**src/hw/rtl/bcps_pkg.sv**
```systemverilog
// Shared types, constants and defaults for the best-candidate point sampler.
package bcps_pkg;

	localparam int unsigned DEF_MAX_POINTS = 1024;
	localparam int unsigned DEF_MAX_ROUND  = 64;

	localparam int unsigned COORD_W  = 16;
	localparam int unsigned RED_W    = 8;
	localparam int unsigned TGT_W    = 11;
	localparam int unsigned RSIZE_W  = 7;
	localparam int unsigned RAD_W    = 8;
	localparam int unsigned INDEX_W  = 10;
	localparam int unsigned SQ_W     = 2 * COORD_W;
	localparam int unsigned DIST_W   = SQ_W + 1;
	localparam int unsigned CFG_W    = TGT_W;
	localparam int unsigned CFG_IDX_W = 2;

	localparam logic [RED_W-1:0]   RED_ACCEPT    = 8'hFF;
	localparam logic [TGT_W-1:0]   TARGET_RESET  = 11'd1024;
	localparam logic [RSIZE_W-1:0] RSIZE_RESET   = 7'd64;
	localparam logic [RAD_W-1:0]   RADIUS_RESET  = 8'd4;

	typedef enum logic [CFG_IDX_W-1:0] {
		CFG_TARGET = 2'd0,
		CFG_RSIZE  = 2'd1,
		CFG_RADIUS = 2'd2
	} cfg_idx_t;

	typedef struct packed {
		logic [COORD_W-1:0] x;
		logic [COORD_W-1:0] y;
	} point_t;

	typedef struct packed {
		logic issue;  // a store read was issued this cycle
		logic clear;  // restart the nearest-distance search
	} dist_ctl_t;

	typedef struct packed {
		logic busy;   // reads still in flight
	} dist_sts_t;

endpackage

```
**src/hw/rtl/bcps_dist_unit.sv**
```systemverilog
// Pipelined squared-distance unit with running minimum over streamed store reads.
module bcps_dist_unit import bcps_pkg::*; (
	input  logic              clk,
	input  logic              arst_n,
	input  dist_ctl_t         ctl,
	input  point_t            cand,
	input  point_t            stored,
	output logic [DIST_W-1:0] min_dist,
	output dist_sts_t         sts
);

	logic               v_s1, v_s2, v_s3;
	logic [COORD_W-1:0] dx_s2, dy_s2;
	logic [SQ_W-1:0]    sqx_s3, sqy_s3;
	logic [DIST_W-1:0]  sum;
	logic [DIST_W-1:0]  min_q;

	always_ff @(posedge clk or negedge arst_n) begin
		if (!arst_n) begin
			v_s1 <= 1'b0;
			v_s2 <= 1'b0;
			v_s3 <= 1'b0;
		end else begin
			v_s1 <= ctl.issue;
			v_s2 <= v_s1;
			v_s3 <= v_s2;
		end
	end

	always_ff @(posedge clk) begin
		dx_s2  <= (cand.x > stored.x) ? cand.x - stored.x : stored.x - cand.x;
		dy_s2  <= (cand.y > stored.y) ? cand.y - stored.y : stored.y - cand.y;
		sqx_s3 <= SQ_W'(dx_s2) * SQ_W'(dx_s2);
		sqy_s3 <= SQ_W'(dy_s2) * SQ_W'(dy_s2);
	end

	assign sum = {1'b0, sqx_s3} + {1'b0, sqy_s3};

	// all ones is above any reachable distance, so the first read always wins
	always_ff @(posedge clk) begin
		if (ctl.clear) begin
			min_q <= '1;
		end else if (v_s3 && sum < min_q) begin
			min_q <= sum;
		end
	end

	assign min_dist = min_q;
	assign sts.busy = v_s1 | v_s2 | v_s3;

endmodule

```
**config.mk**
```make
export PLATFORM = sky130hd
export DESIGN_NAME = bcps_dist_unit
export DESIGN_NICKNAME = d
export VERILOG_FILES = /design/src/hw/rtl/bcps_pkg.sv /design/src/hw/rtl/bcps_dist_unit.sv
export SDC_FILE = /design/constraint.sdc
export NUM_CORES = 1
export LEC_CHECK = 0
export ABC_AREA = 1
export BUFFER_PORTS_ARGS = -buffer_cell sky130_fd_sc_hd__buf_4
export CORE_ASPECT_RATIO = 0.7
export CORE_MARGIN = 3
export CORE_UTILIZATION = 30
export DETAILED_ROUTE_END_ITERATION = 16
export PLACE_DENSITY = 0.5
export SLEW_MARGIN = 10
export SYNTH_ARGS = -nofsm -noshare
export SYNTH_HDL_FRONTEND = slang
export SYNTH_SLANG_ARGS = --single-unit
```
**constraint.sdc**
```tcl
create_clock -name clk -period 15.3 [get_ports clk]
set_input_delay 0 -clock clk [delete_from_list [all_inputs] [get_ports clk]]
set_output_delay 0 -clock clk [all_outputs]
set_load 0.01 [all_outputs]
```
# Yosys cells after proc, flatten, opt, wreduce, memory -nomap -nowiden
# Cells that the tools add are included.
# word_totals
ff_bits	132
input_bits	68
out_inout_bits	34
# op_classes
addsub	5
mul	2
magnitude_cmp	3
n_mux	2
bitwise	2
n_reduce_logical	1
# op_table
cell	n
16-bit by 16-bit multiplier with 32-bit output	2
16-bit subtractor	4
32-bit by 32-bit adder with 33-bit output	1
33-bit < comparator	1
16-bit greater-than comparator	2
16-bit two-way mux	2
1-bit OR	2
1-bit logical AND	1

# Logic depth before layout (Yosys ltp)
# Gate-level depths: netlist of run 1.
# logic_depth
word_depth	3
ltp_mapped	27

# Worst setup path before layout of run 1
# No wires, ideal clock.
# synth_path
path_kind	register to register
from	register dy_s2[11]
to	register sqy_s3[30]
setup_time_ns	0.112
t_arrival_ns	5.171
required_ns	15.188
setup_slack_ns	10.017
stages_incl_launch_ff	24
path_cell_list	dfxtp_1 clkbuf_1 clkbuf_1 nand2_1 fa_1 inv_1 fa_1 fa_1 fa_1 fa_1 inv_1 fa_1 inv_1 ha_1 a21oi_1 inv_1 nor2_1 nor2_1 nor2_1 nor2_1 nor2_1 nand2_1 nand2_1 nand2_1
# synth_between
elab_chain_cells	1
# synth_rtl
item	line	rtl
from (decl)	bcps_dist_unit.sv:13	logic [COORD_W-1:0] dx_s2, dy_s2;
from (signal assigned)	bcps_dist_unit.sv:32	dy_s2 <= (cand.y > stored.y) ? cand.y - stored.y : stored.y - cand.y;
16-bit by 16-bit multiplier with 32-bit output	bcps_dist_unit.sv:34	sqy_s3 <= SQ_W'(dy_s2) * SQ_W'(dy_s2);
to (signal assigned)	bcps_dist_unit.sv:34	
to (decl)	bcps_dist_unit.sv:14	logic [SQ_W-1:0] sqx_s3, sqy_s3;
# No other way between the ends.
# A chain may end at the register's enable or synchronous reset.

# Worst setup path after layout of run 1
# layout_path
from	register dx_s2[8]
to	register sqx_s3[23]
# layout_between
elab_chain_cells	1
# layout_rtl
item	line	rtl
from (decl)	bcps_dist_unit.sv:13	
from (signal assigned)	bcps_dist_unit.sv:31	dx_s2 <= (cand.x > stored.x) ? cand.x - stored.x : stored.x - cand.x;
16-bit by 16-bit multiplier with 32-bit output	bcps_dist_unit.sv:33	sqx_s3 <= SQ_W'(dx_s2) * SQ_W'(dx_s2);
to (signal assigned)	bcps_dist_unit.sv:33	
to (decl)	bcps_dist_unit.sv:14	
# No other way between the ends.

==> results of run 1 <==
==> cells by family after synthesis <==
| group | after synthesis |
|---|---|
| AND/OR/NAND/NOR | 1426 |
| flip-flops | 130 |
| buffers and inverters | 998 |
| AO/OA/AOI/OAI | 276 |
| adder cells (fa/ha/maj) | 655 |
| XOR/XNOR | 118 |
==> placed cells by master (no fill, tap or decap), types with 6 or more instances in the layout <==
| cell type | netlist | routed |
|---|---|---|
| or2_2 | 7 | 7 |
| nand2_1 | 999 | 999 |
| a21oi_1 | 148 | 148 |
| clkbuf_16 | 0 | 18 |
| fa_1 | 328 | 328 |
| xor2_1 | 99 | 99 |
| ha_1 | 327 | 327 |
| o21ai_0 | 62 | 62 |
| nor3_1 | 25 | 25 |
| buf_4 | 7 | 102 |
| a21o_1 | 14 | 14 |
| nand2_2 | 12 | 12 |
| nand4_1 | 17 | 17 |
| nor2_1 | 197 | 197 |
| and2_1 | 11 | 11 |
| xnor2_1 | 19 | 19 |
| inv_1 | 897 | 897 |
| o21ai_1 | 12 | 12 |
| o211ai_1 | 6 | 6 |
| dlygate4sd3_1 | 0 | 8 |
| inv_2 | 9 | 9 |
| nand3b_1 | 9 | 9 |
| o21bai_1 | 19 | 19 |
| dfxtp_1 | 127 | 127 |
| nand3_1 | 135 | 135 |
==> metrics by stage <==
stage	std cells	utilization, %	instance area [sq um]	worst slack (ns)	hold WS (ns)
floorplan	3603	-	25400	10.02	-0.296
global placement	4739	32.7	27200	9.29	-0.208
detailed placement	4739	32.7	27200	9.33	-0.204
CTS	4779	33.6	27900	9.32	0.0157
global route	4779	33.6	27900	8.96	0.0788
finish	4779	33.6	27900	9.24	0.0323
==> cell usage after synthesis (2+ instances only) <==
master,n
nand3_1,135
o21ai_0,62
and2_4,2
clkbuf_1,61
nor3_1,25
a21boi_4,2
fa_1,328
xnor2_1,19
nand2_1,999
nor2_2,4
and2_1,11
a21o_1,14
ha_1,327
o21ai_1,12
buf_2,10
o211ai_1,6
o21bai_1,19
nor3_2,2
o21ai_2,3
inv_1,897
o21a_1,2
xor2_1,99
nand2_2,12
or2_2,7
a31o_2,2
inv_2,9
nand3b_1,9
nor4_1,2
buf_6,2
clkbuf_2,11
dfrtp_1,3
a31oi_1,2
nor2_1,197
nand4_1,17
dfxtp_1,127
a21boi_0,4
a21oi_1,148
buf_4,7
==> critical path: stages (launching register included) <==
cell	delay, ns
dfxtp_1	0.92
nand2_1	0.17
fa_1	0.59
inv_1	0.08
fa_1	0.56
fa_1	0.44
fa_1	0.47
fa_1	0.50
inv_1	0.05
fa_1	0.47
inv_1	0.04
ha_1	0.39
nand2_1	0.07
inv_1	0.10
nand3_1	0.12
nor2_1	0.36
nand4_1	0.26
nand3_1	0.19
xor2_1	0.20
==> worst max path at each step <==
stage          startpoint          to  slack (ns)  cells after the start
2_1_floorplan   dy_s2[11]  sqy_s3[30]       10.02                     23
6_report         dx_s2[8]  sqx_s3[23]        9.24                     18
3_3_place_gp     dx_s2[2]  sqx_s3[23]        9.29                     18
4_1_cts          dx_s2[8]  sqx_s3[23]        9.32                     18
5_1_grt          dy_s2[4]  sqy_s3[29]        8.96                     22
3_5_place_dp     dx_s2[8]  sqx_s3[23]        9.33                     21
==> final cells by class <==
cell class / count / share of cell area [%]
Sequential cell: 130 / 9.38
Tap cell: 1125 / 5.04
Clock buffer: 20 / 1.68
Multi-Input combinational cell: 2475 / 68.1
Clock inverter: 12 / 0.605
Timing Repair Buffer: 110 / 3.03
Inverter: 907 / 12.2
==> state kept, by name (all words and copies together), names as in the netlist <==
| name | count |
|---|---|
| v_s1 | 1 |
| dx_s2 | 16 |
| sqy_s3 | 31 |
| min_dist | 33 |
| v_s2 | 1 |
| sqx_s3 | 31 |
| dy_s2 | 16 |
| v_s3 | 1 |
==> per-layer routing <==
layer	global-route usage [%]	up-vias	part of all wire, %	wire length, um
met5	0	-	0	0
met3	2.28	23	5.7	3840
li1	-	10800	-	-
met4	2.19	0	0.63	423
met1	25.8	9743	56	37400
met2	21.5	487	38	25200
==> timing repair <==
item / CTS / global route
endpoints found under the hold margin: 12 / 0
endpoints found under the setup margin: 0 / 0
hold buffers: 8 / 0
==> metrics.cfg, run 1 <==
[outcome]
status=completed

[worst_setup_path]
path_class=reg2reg
startpoint_type=register
arrival_ns=6.45
cp-end-kind=register
rr_worst_depth=18
path_max_fanout=17
required_ns=15.68
r2r_slack_ns=9.24
r2r_end=sqx_s3[23]
crit-reg2reg-launch=dx_s2[8]

[sta]
hold_viol_final=0
maxSlewViolCount=0
max_freq_mhz=165
worst_pin_slew_ns=0.974
fin_skew_ns=0.0120
rsz0062_at_grt=false
post-route-period-util_pct=39.6
period_needed_ns=6.06
slew_headroom_pct=35.0
tns_ns=0
setup_viol=0

[cells_and_area]
num-fill-cells=9159
seqCellArea_sq_mm=0.00262
drive_gt1_share_pct=4.84
nNetsFinal=4364
diodes=0
multiInputGateArea_sq_mm=0.0190
area_delta_synth_final_pct=9.76

[synthesis]
synthSimpleGateAreaFrac_pct=22.6
synth_top_family_by_area=adder cells
ys_seq_area_share_pct=10.3
synthMuxAreaShare_pct=0
netlist.area_leader.share_pct=25.8
synthAdderAreaFrac_pct=41.9
synth_area_sq_mm=0.0254
synth_compound_area_share_pct=6.07
ys.flop_type=dfxtp_1
synth_nets=4326
synth_area_per_cell_sq_um=7.06
synth.area.top_cells=fa_1 (26%), ha_1 (16%), nand2_1 (15%)
synth_edf_count=0
netlist_instances=3603
synth_xor_area_share_pct=4.07
synthArstFlopShare_pct=2.31
synth_cell_types=43
yosysTopAreaCell=fa_1
ys_ff_latch=130
yosysWarnings=0

[min_path]
worstHoldStart=cand[31]
holdPathStages=6
hold_path_class=in2reg
hold_end=dx_s2[15]

[route]
antenna_left=0
drtIter0Drc=1392
wl_mm=66.9
drtPass1Iterations=5
via_count=21000
route.detailed.wl_per_inst_um=14.0
drc=0
avgViaCountPerCell=4.40

[global_route]
grt_pass1_wl_mm=112
grt_pass1_vias=21000
grt.total_usage_pct=15.7
grt_overflow=0
antenna_found_initial=0
grt_max_degree=35

[clock_network]
insertion_delay_ns=0.46
tritoncts=yes
post_cts_resized=0
cts.clk_slew.worst_paths_ns=0.07
clk_path_buf_depth=2
htreeDepth=4
root_buffer=clkbuf_16
postCtsSetupBuffers=0
cts_buffers=17
cts_sinks=130

[floorplanning]
rows=88
start_util_pct=30.6
dieWidth_um=354
fp.dieH_um=250
core_sq_mm=0.0831
pin_count=102
fp.dieArea_sq_mm=0.0883

[place]
place_congestion=0.907
dp_hpwl_mm=58.1
placement.io_buffers=101

[run]
max_cap_viol_count=0

Power of run 1 is left out: the tool's default activity adds up to more than one toggle a clock period on the data nets, which glitch-free logic cannot reach.
==> run 2, diff against run 1 <==
Settings changed: ABC_AREA 1 to 0, PLACE_DENSITY 0.5 to 0.51.
Clock period 15.3 ns to 5.4 ns, I/O delays scaled along.
==> run 2 against run 1 <==
Compared with the run above: the run now ends with negative setup slack left; critical path depth grew 6; global-route usage shrank 0.86 points; via count shrank 13%; die area shrank 11%; maximum frequency grew 2.8%; register-to-register slack lost 9.7 ns; cell count shrank 16%; non-clock buffer count grew 415; wire length shrank 13%; highest routed layer unchanged.
==> metrics.cfg, run 2 <==
[worst_setup_path]
required_ns=5.74  ; -9.94 ns
cp-end-kind=register
startpoint_type=register
path_class=reg2reg
arrival_ns=6.24  ; -0.21 ns
path_max_fanout=5  ; -12

[place]
placed_area_sq_mm=0.0270  ; -0.69%
place_congestion=0.870  ; -4.0%
dp_hpwl_mm=48.2  ; -17%
placement.io_buffers=101  ; unchanged

[synthesis]
synthArstFlopShare_pct=2.31  ; unchanged
synth_xor_area_share_pct=4.99  ; +0.92 points
synthAdderAreaFrac_pct=47.1  ; +5.1 points
synth_cell_types=69  ; +60%
synth_area_sq_mm=0.0226  ; -11%
synth_top_family_by_area=adder cells
synthTopCellsByCount=inv_1 (609), fa_1 (328), ha_1 (327)
synth_nets=3277  ; -24%
synthSimpleGateAreaFrac_pct=10.9  ; -12 points
ys_ff_latch=130  ; unchanged
yosysMostFrequentCell=inv_1
ys_seq_area_share_pct=11.6  ; +1.3 points
yosysTopAreaCell=fa_1
netlist.area_leader.share_pct=29.0  ; +3.2 points
synth_compound_area_share_pct=11.9  ; +5.8 points
yosysWarnings=0  ; unchanged
synth.area.top_cells=fa_1 (29%), ha_1 (18%), dfxtp_1 (11%)
synth_edf_count=0  ; unchanged
ys.flop_type=dfxtp_1
synth_area_per_cell_sq_um=8.87  ; +26%
netlist_instances=2554  ; -29%
synthMuxAreaShare_pct=2.08  ; +2.1 points

[min_path]
hold_path_class=in2reg

[cells_and_area]
finalInstanceArea_sq_mm=0.0296  ; +6.2%
mostFrequentLayoutCell=inv_1
seqCellArea_sq_mm=0.00271  ; +3.6%
nNetsFinal=3746  ; -14%
largest_reg_flops=33  ; unchanged
final_cell_mix=inv_1 (577), buf_4 (450), fa_1 (315)
area_delta_synth_final_pct=30.8
multiInputGateArea_sq_mm=0.0185  ; -2.8%
drive_gt1_share_pct=25.7  ; +21 points
num-fill-cells=7406  ; -19%
diodes=0  ; unchanged

[floorplanning]
dieWidth_um=334  ; -5.5%
fp.dieArea_sq_mm=0.0789  ; -11%
rows=83  ; -5.7%
fp.dieH_um=236  ; -5.5%
core_sq_mm=0.0740  ; -11%
start_util_pct=30.6  ; about the same
pin_count=102  ; unchanged

[global_route]
grt_max_degree=32  ; -8.6%
grt_overflow=0  ; unchanged
grt_pass1_vias=19000  ; -9.3%
antenna_found_initial=1  ; +1
grt.total_usage_pct=14.8  ; -0.86 points
grt_pass1_wl_mm=95.3  ; -15%

[clock_network]
clk_path_buf_depth=2  ; unchanged
cts.clk_slew.worst_paths_ns=0.07  ; about the same
cts_buffers=17  ; unchanged
htreeDepth=4  ; unchanged
insertion_delay_ns=0.46  ; about the same
tritoncts=yes
root_buffer=clkbuf_16
cts_sinks=130  ; unchanged

[route]
via_count=18400  ; -13%
wl_mm=58.2  ; -13%
route.detailed.wl_per_inst_um=14.5  ; +3.6%
drtIter0Drc=817  ; -41%
antenna_left=0  ; unchanged
drtPass1Iterations=6  ; +1
avgViaCountPerCell=4.57  ; +3.9%
drc=0  ; unchanged

[outcome]
status=complete, but fails checks
failed_checks=negative setup slack

[sta]
fin_skew_ns=0.0179  ; +0.00591 ns
hold_viol_final=0  ; unchanged
setup_viol=26  ; +26
maxSlewViolCount=0  ; unchanged
post-route-period-util_pct=109  ; +70 points
rsz0062_at_grt=true
period_needed_ns=5.90  ; -0.164 ns
layout_setup_ws_ns=-0.500  ; -9.74 ns
slew_headroom_pct=37.2  ; +2.2 points
max_freq_mhz=169  ; +2.8%
worst_pin_slew_ns=0.919  ; -0.0548 ns

[run]
max_cap_viol_count=0  ; unchanged

-- run 2: worst paths after layout --
path / start / end / slack (ns) / cells after the start
hold / removal: stored[21] / dx_s2[5] / 0.02 / 3
hold reg to reg: v_s2 / v_s3 / 0.37 / 0
setup reg to reg: dx_s2[2] / sqx_s3[31] / -0.50 / 24
min in group asynchronous: arst_n / v_s2 / 0.41 / 3
max in group asynchronous: arst_n / v_s1 / 4.84 / 3
setup / recovery: dx_s2[2] / sqx_s3[31] / -0.50 / 24
-- run 2: cell type report --
type                       count  area share (%)
multi-input combinational   1740            62.3
timing repair buffer         525            14.5
sequential                   130            9.15
inverter                     609            7.76
tap                          977            4.13
clock buffer                  20            1.58
clock inverter                12           0.528
-- run 2: metrics by stage --
stage                     hold WS, ns  utilization [%]  setup TNS [ns]  cells  setup WS (ns)
final                          0.0229             40.0           -7.35   4013         -0.500
after global routing           0.0608             40.0          -13.33   4013         -0.735
after CTS                     0.00457             38.9           -7.71   3980         -0.479
after detailed placement       -0.206             36.5          -13.36   3883         -0.944
after global placement         -0.211             36.5          -12.03   3883         -0.828
after floorplan                -0.296                -           -1.90   2554         -0.437
-- run 2: logic make-up after synthesis --
logic type / count (synthesis)
AO/OA/AOI/OAI: 406
adder cells (fa/ha/maj): 655
XOR/XNOR: 129
AND/OR/NAND/NOR: 504
buffers and inverters: 684
flip-flops: 130
multiplexers: 46
-- run 2: metal layers --
| layer | vias up | global-route usage [%] | wire length, um |
|---|---|---|---|
| met2 | 310 | 21.8 | 24100 |
| met1 | 9041 | 22.2 | 29700 |
| met3 | 31 | 3.54 | 3790 |
| li1 | 8973 | - | - |
| met4 | 0 | 2.37 | 516 |
| met5 | - | 0 | 0 |
-- run 2: repair_timing --
action | 4_1_cts | 5_1_grt
hold buffers | 23 | 0
resized for setup | 166 | 127
endpoints found under the setup margin | 44 | 70
pin swaps | 106 | 107
setup buffers | 44 | 33
gates cloned | 1 | 3
endpoints found under the hold margin | 30 | 0
-- run 2: worst max-delay path, stage by stage, from the launching register on --
cell	delay [ns]
dfxtp_4	0.37
and2_4	0.17
fa_1	0.51
inv_1	0.05
fa_1	0.49
inv_2	0.04
fa_1	0.50
inv_1	0.05
fa_1	0.47
inv_1	0.05
fa_1	0.47
inv_1	0.05
fa_1	0.49
inv_2	0.05
ha_4	0.27
nand4_1	0.08
or3_1	0.36
o211ai_1	0.28
o21ai_4	0.17
a31oi_4	0.26
a211oi_2	0.11
nor3_2	0.16
a21o_1	0.17
a21oi_2	0.06
xnor2_1	0.12
Power of run 2 is left out for the same reason.
